==> src/hw/rtl/lrs_pkg.sv <==
// Shared types, constants and codes for the linear interpolation resampler.
`default_nettype none

package lrs_pkg;

   localparam int SAMPLE_BITS = 16;
   localparam int FRAC_BITS   = 12;
   localparam int MAX_RUN     = 64;
   localparam int RUN_W       = $clog2(MAX_RUN);
   localparam int SKIP_W      = 9;
   localparam int SKIP_MAX    = 511;
   localparam int STEP_W      = 20;
   localparam int START_W     = 12;
   localparam int LIMIT_W     = 16;
   localparam int CSR_DATA_W  = 20;
   localparam int CSR_INDEX_W = 2;

   localparam logic [STEP_W-1:0]  STEP_RESET  = 20'd4096;
   localparam logic [START_W-1:0] START_RESET = 12'd0;
   localparam logic [LIMIT_W-1:0] LIMIT_RESET = 16'd65535;

   typedef enum logic [CSR_INDEX_W-1:0] {
      CSR_STEP_INCREMENT = 2'd0,
      CSR_START_PHASE    = 2'd1,
      CSR_OUTPUT_LIMIT   = 2'd2
   } csr_index_type;

   typedef struct packed {
      logic signed [SAMPLE_BITS-1:0] in_sample;
      logic                          first;
   } req_type;

   typedef struct packed {
      logic signed [SAMPLE_BITS-1:0] out_sample;
      logic                          last_of_run;
   } rsp_type;

   typedef enum logic {
      ST_IDLE,
      ST_RUN
   } state_type;

   // Commands from the controller to the datapath.
   typedef struct packed {
      logic load;
      logic skip;
      logic pass;
      logic start;
      logic emit;
   } cmd_type;

   // Status from the datapath to the controller.
   typedef struct packed {
      logic primed;
      logic skip_pending;
      logic limit_hit;
      logic out_free;
      logic run_last;
   } status_type;

endpackage

`default_nettype wire

==> src/hw/rtl/lrs_ctrl.sv <==
// Controller state machine of the resampler: classifies each input and paces the output run.
`default_nettype none

module lrs_ctrl (
   input  wire logic               clock,
   input  wire logic               reset,
   input  wire logic               req_valid,
   input  wire logic               req_first,
   output logic                    req_ready,
   input  wire lrs_pkg::status_type status,
   output lrs_pkg::cmd_type        cmd
);

   lrs_pkg::state_type state_ff;
   lrs_pkg::state_type state_in;

   always_ff @(posedge clock) begin
      if (reset) begin
         state_ff <= lrs_pkg::ST_IDLE;
      end else begin
         state_ff <= state_in;
      end
   end

   always_comb begin
      state_in  = state_ff;
      req_ready = 1'b0;
      cmd       = '0;
      case (state_ff)
         lrs_pkg::ST_IDLE: begin
            req_ready = 1'b1;
            if (req_valid) begin
               if (req_first || !status.primed) begin
                  cmd.load = 1'b1;
               end else if (status.skip_pending) begin
                  cmd.skip = 1'b1;
               end else if (status.limit_hit) begin
                  cmd.pass = 1'b1;
               end else begin
                  cmd.start = 1'b1;
                  state_in  = lrs_pkg::ST_RUN;
               end
            end
         end
         lrs_pkg::ST_RUN: begin
            // One result per cycle while the output register can take it.
            if (status.out_free) begin
               cmd.emit = 1'b1;
               if (status.run_last) begin
                  state_in = lrs_pkg::ST_IDLE;
               end
            end
         end
         default: begin
            state_in = lrs_pkg::ST_IDLE;
         end
      endcase
   end

endmodule

`default_nettype wire

==> src/hw/rtl/lrs_datapath.sv <==
// Datapath of the resampler: registers, phase accumulator, interpolator and output register.
`default_nettype none

module lrs_datapath #(
   parameter int FRAC_BITS = lrs_pkg::FRAC_BITS
) (
   input  wire logic                              clock,
   input  wire logic                              reset,
   input  wire lrs_pkg::req_type                  req_data,
   input  wire logic                              csr_valid,
   input  wire logic [lrs_pkg::CSR_INDEX_W-1:0]   csr_index,
   input  wire logic [lrs_pkg::CSR_DATA_W-1:0]    csr_data,
   input  wire lrs_pkg::cmd_type                  cmd,
   output lrs_pkg::status_type                    status,
   output logic                                   rsp_valid,
   input  wire logic                              rsp_ready,
   output lrs_pkg::rsp_type                       rsp_data
);

   localparam int S      = lrs_pkg::SAMPLE_BITS;
   localparam int PROD_W = S + FRAC_BITS + 2;
   localparam int SUM_W  = FRAC_BITS + lrs_pkg::STEP_W + 1;
   localparam int CAR_W  = SUM_W - FRAC_BITS;
   localparam int EXT_W  = FRAC_BITS + lrs_pkg::START_W;

   logic [lrs_pkg::STEP_W-1:0]   step_ff;
   logic [lrs_pkg::START_W-1:0]  start_ff;
   logic [lrs_pkg::LIMIT_W-1:0]  limit_ff;
   logic [FRAC_BITS-1:0]         phase_ff, phase_in;
   logic [lrs_pkg::SKIP_W-1:0]   skip_ff, skip_in;
   logic [lrs_pkg::LIMIT_W-1:0]  produced_ff, produced_in;
   logic                         primed_ff, primed_in;
   logic [lrs_pkg::RUN_W-1:0]    run_cnt_ff, run_cnt_in;
   logic signed [S-1:0]          prev_ff, prev_in;
   logic signed [S-1:0]          cur_ff, cur_in;
   logic signed [S:0]            diff_ff, diff_in;
   logic                         rsp_valid_ff, rsp_valid_in;
   lrs_pkg::rsp_type             rsp_ff, rsp_in;

   logic [EXT_W-1:0]             start_ext;
   logic [SUM_W-1:0]             sum;
   logic [CAR_W-1:0]             carry;
   logic [CAR_W-1:0]             skip_new;
   logic signed [PROD_W-1:0]     prod;
   logic signed [PROD_W-1:0]     scaled;
   logic signed [S+1:0]          value;
   logic [lrs_pkg::LIMIT_W:0]    produced_next;
   logic                         last;

   // Configuration registers.
   always_ff @(posedge clock) begin
      if (reset) begin
         step_ff  <= lrs_pkg::STEP_RESET;
         start_ff <= lrs_pkg::START_RESET;
         limit_ff <= lrs_pkg::LIMIT_RESET;
      end else if (csr_valid) begin
         case (lrs_pkg::csr_index_type'(csr_index))
            lrs_pkg::CSR_STEP_INCREMENT: step_ff <= csr_data;
            lrs_pkg::CSR_START_PHASE:    start_ff <= csr_data[lrs_pkg::START_W-1:0];
            lrs_pkg::CSR_OUTPUT_LIMIT:   limit_ff <= csr_data[lrs_pkg::LIMIT_W-1:0];
            default: ;
         endcase
      end
   end

   always_comb begin
      start_ext     = {{FRAC_BITS{1'b0}}, start_ff};
      sum           = SUM_W'(phase_ff) + SUM_W'(step_ff);
      carry         = sum[SUM_W-1:FRAC_BITS];
      skip_new      = carry - CAR_W'(1);
      prod          = PROD_W'(diff_ff) * $signed({{(PROD_W-FRAC_BITS){1'b0}}, phase_ff});
      // Arithmetic shift gives the floor of the scaled difference.
      scaled        = prod >>> FRAC_BITS;
      value         = (S+2)'(prev_ff) + scaled[S+1:0];
      produced_next = (lrs_pkg::LIMIT_W+1)'(produced_ff) + 1'b1;
      last          = (carry != '0)
                      || (run_cnt_ff == lrs_pkg::RUN_W'(lrs_pkg::MAX_RUN - 1))
                      || (produced_next == (lrs_pkg::LIMIT_W+1)'(limit_ff));
   end

   always_comb begin
      phase_in     = phase_ff;
      skip_in      = skip_ff;
      produced_in  = produced_ff;
      primed_in    = primed_ff;
      run_cnt_in   = run_cnt_ff;
      prev_in      = prev_ff;
      cur_in       = cur_ff;
      diff_in      = diff_ff;
      rsp_in       = rsp_ff;
      rsp_valid_in = rsp_valid_ff && !rsp_ready;

      if (cmd.load) begin
         phase_in    = start_ext[FRAC_BITS-1:0];
         skip_in     = '0;
         produced_in = '0;
         primed_in   = 1'b1;
         prev_in     = req_data.in_sample;
      end
      if (cmd.skip) begin
         skip_in = skip_ff - 1'b1;
         prev_in = req_data.in_sample;
      end
      if (cmd.pass) begin
         prev_in = req_data.in_sample;
      end
      if (cmd.start) begin
         cur_in     = req_data.in_sample;
         diff_in    = (S+1)'(req_data.in_sample) - (S+1)'(prev_ff);
         run_cnt_in = '0;
      end
      if (cmd.emit) begin
         rsp_in.out_sample  = value[S-1:0];
         rsp_in.last_of_run = last;
         rsp_valid_in       = 1'b1;
         phase_in           = sum[FRAC_BITS-1:0];
         produced_in        = produced_next[lrs_pkg::LIMIT_W-1:0];
         run_cnt_in         = run_cnt_ff + 1'b1;
         if (carry != '0) begin
            skip_in = (skip_new > CAR_W'(lrs_pkg::SKIP_MAX))
                      ? lrs_pkg::SKIP_W'(lrs_pkg::SKIP_MAX)
                      : skip_new[lrs_pkg::SKIP_W-1:0];
         end
         if (last) begin
            prev_in = cur_ff;
         end
      end
   end

   always_ff @(posedge clock) begin
      if (reset) begin
         phase_ff     <= '0;
         skip_ff      <= '0;
         produced_ff  <= '0;
         primed_ff    <= 1'b0;
         rsp_valid_ff <= 1'b0;
      end else begin
         phase_ff     <= phase_in;
         skip_ff      <= skip_in;
         produced_ff  <= produced_in;
         primed_ff    <= primed_in;
         rsp_valid_ff <= rsp_valid_in;
      end
   end

   always_ff @(posedge clock) begin
      run_cnt_ff <= run_cnt_in;
      prev_ff    <= prev_in;
      cur_ff     <= cur_in;
      diff_ff    <= diff_in;
      rsp_ff     <= rsp_in;
   end

   always_comb begin
      status.primed       = primed_ff;
      status.skip_pending = (skip_ff != '0);
      status.limit_hit    = (produced_ff >= limit_ff);
      status.out_free     = !rsp_valid_ff || rsp_ready;
      status.run_last     = last;
   end

   assign rsp_valid = rsp_valid_ff;
   assign rsp_data  = rsp_ff;

endmodule

`default_nettype wire

==> src/hw/rtl/linear_interp_resampler.sv <==
// Top level of the streaming linear interpolation resampler.
//
//   channel   direction  handshake              payload
//   req_      in         req_valid / req_ready  lrs_pkg::req_type (in_sample, first)
//   rsp_      out        rsp_valid / rsp_ready  lrs_pkg::rsp_type (out_sample, last_of_run)
//   csr_      in         csr_valid / csr_ready  csr_index, csr_data (always ready)
//
// An input is taken while the controller is idle; an input that produces N results
// then holds req_ready low while it makes them, one result per cycle through the shared
// multiplier of the datapath while rsp_ready does not stall the output register.
// The output register lets the next input be taken while the last result waits.
// Reset is synchronous and restores all registers but run count and the data registers.
`default_nettype none

module linear_interp_resampler #(
   parameter int FRAC_BITS = lrs_pkg::FRAC_BITS
) (
   input  wire logic                              clock,
   input  wire logic                              reset,
   input  wire logic                              req_valid,
   output logic                                   req_ready,
   input  wire lrs_pkg::req_type                  req_data,
   output logic                                   rsp_valid,
   input  wire logic                              rsp_ready,
   output lrs_pkg::rsp_type                       rsp_data,
   input  wire logic                              csr_valid,
   output logic                                   csr_ready,
   input  wire logic [lrs_pkg::CSR_INDEX_W-1:0]   csr_index,
   input  wire logic [lrs_pkg::CSR_DATA_W-1:0]    csr_data
);

   lrs_pkg::cmd_type    cmd;
   lrs_pkg::status_type status;

   assign csr_ready = 1'b1;

   lrs_ctrl u_ctrl (
      .clock     (clock),
      .reset     (reset),
      .req_valid (req_valid),
      .req_first (req_data.first),
      .req_ready (req_ready),
      .status    (status),
      .cmd       (cmd)
   );

   lrs_datapath #(
      .FRAC_BITS (FRAC_BITS)
   ) u_datapath (
      .clock     (clock),
      .reset     (reset),
      .req_data  (req_data),
      .csr_valid (csr_valid),
      .csr_index (csr_index),
      .csr_data  (csr_data),
      .cmd       (cmd),
      .status    (status),
      .rsp_valid (rsp_valid),
      .rsp_ready (rsp_ready),
      .rsp_data  (rsp_data)
   );

endmodule

`default_nettype wire

==> config.mk <==
export PLATFORM = sky130hd
export DESIGN_NAME = linear_interp_resampler
export DESIGN_NICKNAME = d
export VERILOG_FILES = /design/src/hw/rtl/lrs_pkg.sv /design/src/hw/rtl/lrs_ctrl.sv /design/src/hw/rtl/lrs_datapath.sv /design/src/hw/rtl/linear_interp_resampler.sv
export SDC_FILE = /design/constraint.sdc
export NUM_CORES = 1
export LEC_CHECK = 0
export BUFFER_PORTS_ARGS = -buffer_cell sky130_fd_sc_hd__buf_2
export CELL_PAD_IN_SITES_DETAIL_PLACEMENT = 0
export CELL_PAD_IN_SITES_GLOBAL_PLACEMENT = 1
export CORE_ASPECT_RATIO = 0.75
export CORE_MARGIN = 1.5
export CORE_UTILIZATION = 45
export CTS_BUF_LIST = sky130_fd_sc_hd__clkbuf_16
export DETAILED_ROUTE_END_ITERATION = 10
export PLACE_DENSITY_LB_ADDON = 0.25
export SKIP_LAST_GASP = 1
export SLEW_MARGIN = 10
export SYNTH_ARGS = -nofsm -noshare
export SYNTH_HDL_FRONTEND = slang
export SYNTH_SLANG_ARGS = --single-unit
==> constraint.sdc <==
create_clock -name clock -period 13.7 [get_ports clock]
set_clock_uncertainty 0.15 [all_clocks]
set_input_delay 1.37 -clock clock [delete_from_list [all_inputs] [get_ports clock]]
set_output_delay 1.37 -clock clock [all_outputs]
set_load 0.02 [all_outputs]
==> results.py <==
metrics = {
    "grt": {
        "antenna_found_initial": 1,
        "grt_pass1_vias": 12246,
        "grt_pass1_wl_mm": 68.0,
        "grt_overflow": 0,
        "grt_usage_pct": 23.2,
        "grt_max_degree": 89,
    },
    "sta": {
        "finalSetupTns_ns": 0,
        "hold_violations": 0,
        "setup_viol": 0,
        "whs_ns": 0.306,
        "max_freq_mhz": 122,
        "rsz0062_at_grt": "false",
        "worstMarginPinSlew_ns": 1.22,
        "relSlewSlack_pct": 18.8,
        "finalCritPeriodShare_pct": 60.0,
        "period_needed_ns": 8.22,
        "maxSlewViolCount": 0,
    },
    "setup_path": {
        "crit_path_frequent_cell": "fa_1",
        "timing.critical_path.to_type": "register",
        "crit_path_start_kind": "register",
        "arrival_ns": 8.26,
        "reg2regPathDepth": 28,
        "cp_max_fo": 19,
        "worstSetupPathType": "register to register",
        "max_stage_delay_ns": 0.78,
        "required_ns": 13.74,
        "crit_path_top_delay_cell": "a31oi_1",
    },
    "yosys": {
        "yosysMostFrequentCell": "inv_1",
        "synthArstFlopShare_pct": 0,
        "ys_warn_count": 0,
        "synth_top_cell_by_area": "fa_1",
        "synth_seq_cells": 160,
        "netlist_area_um2": 16400,
        "synth_top_area_share_pct": 22.2,
        "synth-edff-count": 56,
        "syn_inst": 1862,
        "syn_avg_cell_area_um2": 8.80,
        "ys_types": 78,
        "synth_commonest_cells": "inv_1 (302), nand2_1 (233), fa_1 (182)",
        "ys_seq_area_share_pct": 23.0,
        "syn_nets": 2215,
        "ys.flop_type": "dfxtp_1",
        "synthTopCellsByArea": "fa_1 (22%), dfxtp_1 (13%), edfxtp_1 (10%), ha_1 (9.7%), inv_1 (6.9%)",
    },
    "pwr": {
        "leakage_nw": 8.19,
        "vdd_drop_max_v": 0.0000847,
        "p_per_area_nw_per_um2": 107,
        "power_w": 0.00188,
    },
    "routing": {
        "ant_nets": 0,
        "dr_total_vias": 12431,
        "wl_mm": 41.5,
        "firstDrtPassIters": 5,
        "drt_iter0_drc": 867,
        "wl_per_cell_um": 17.7,
        "drc": 0,
        "viasPerCell": 5.31,
    },
    "floorplan": {
        "die_y_um": 168,
        "io_pins": 64,
        "die_area_um2": 37600,
        "coreArea_um2": 35900,
        "row_count": 60,
        "die_w_um": 223,
        "start_util_pct": 45.7,
    },
    "outcome": {
        "status": "finished clean",
    },
    "place": {
        "place.gp.congestion": 0.857,
        "dp_hpwl_mm": 32.0,
        "numPortBuffers": 62,
    },
    "cts": {
        "cts_hold_buf": 0,
        "cts_tree": "done",
        "cts.repair.resized": 0,
        "clock-sinks": 160,
        "root_buffer": "clkbuf_16",
        "cts_max_path_buffers": 2,
        "h-tree-depth": 4,
        "numCtsBuffers": 17,
        "clk_pin_slew_ns": 0.07,
        "post_cts_buffers": 0,
        "insertion_delay_ns": 0.45,
    },
    "final_layout": {
        "drive_above_1_share_pct": 7.09,
        "syn2layout_area_growth_pct": 7.17,
        "layout.nets": 2217,
        "antennaDiodeCount": 0,
    },
    "flow_run": {
        "drv_cap": 0,
    },
    "min_path": {
        "holdPathStages": 2,
        "hold_path_class": "register to register",
    },
}
==> path summary, 6_finish.rpt <==
path / slack (ns) / start / endpoint
setup / recovery: 5.48 / u_datapath.phase_ff[3]$_SDFFE_PP0P_ / u_datapath.rsp_data[16]$_DFFE_PP_
hold / removal: 0.31 / u_datapath.start_ff[0]$_SDFFE_PP0P_ / u_datapath.start_ff[0]$_SDFFE_PP0P_
setup reg to reg: 5.48 / u_datapath.phase_ff[3]$_SDFFE_PP0P_ / u_datapath.rsp_data[16]$_DFFE_PP_
hold reg to reg: 0.31 / u_datapath.start_ff[0]$_SDFFE_PP0P_ / u_datapath.start_ff[0]$_SDFFE_PP0P_
==> cell type report <==
type	instances	area (um2)
flip-flops and latches	160	3760
inverters	303	1140
fillers	3436	18300
well taps	465	582
multi-input cells	1313	11200
clock buffers	18	450
clock inverters	14	121
repair buffers	69	363
==> through the flow <==
step	setup WS, ns	instances	cell area, um2	util (%)
final	5.48	2342	17600	49.0
after global routing	4.81	2342	17600	49.0
after CTS	5.48	2342	17600	49.0
after detailed placement	5.49	2310	17000	47.4
after global placement	5.64	2310	17000	47.4
after floorplan	6.46	1862	16400	-
==> sequential cells by signal, indices dropped and copies added (netlist names) <==
register and flops:
u_datapath.produced_ff 16, u_datapath.rsp_data 17, u_datapath.prev_ff 16, u_datapath.run_cnt_ff 6
u_datapath.skip_ff 9, u_datapath.cur_ff 16, u_ctrl.state_ff 1, u_datapath.start_ff 12
u_datapath.limit_ff 16, u_datapath.step_ff 20, u_datapath.diff_ff 17, u_datapath.rsp_valid 1
u_datapath.primed_ff 1, u_datapath.phase_ff 12
==> per-layer routing <==
metal  share of wire (%)  global-route usage, %  vias to the layer above
li1                    -                      -                     6050
met1                  53                   37.3                     6072
met2                  39                   31.5                      287
met3                 6.9                   5.15                       22
met4                0.78                   3.50                        0
met5                   0                      0                        -
==> report_power, final <==
group / internal [W] / switching (W) / total (W)
registers: 0.000562 / 0.0000554 / 0.000618
clock network: 0.000250 / 0.000226 / 0.000477
logic: 0.000317 / 0.000473 / 0.000790
total: 0.00113 / 0.000755 / 0.00188
==> critical path, delay by kind of cell (launching register included) <==
family	cells	cell delay [ns]
simple gates	7	1.30
xor+xnor	1	0.15
flops	1	0.54
fa+ha+maj	7	3.13
compound gates	9	2.52
buf+inv	4	0.20
==> kinds of logic after synthesis <==
group,after synthesis,share of synthesized area (%)
simple gates,624,18.7
xor+xnor,92,4.91
fa+ha+maj,309,31.9
buf+inv,389,9.06
flops,160,23.0
other cells,1,0.0229
mux,21,1.31
compound gates,266,11.1
==> layout by cell type (no fill, tap or decap), drive strengths merged, types with 64 or more instances in the layout <==
master  count
a21oi      90
inv       312
xnor2      64
ha        127
fa        182
dfxtp     104
and2      116
nand2     233
nor2       99
buf        69
No activity file was read; power rests on OpenSTA's default activity.
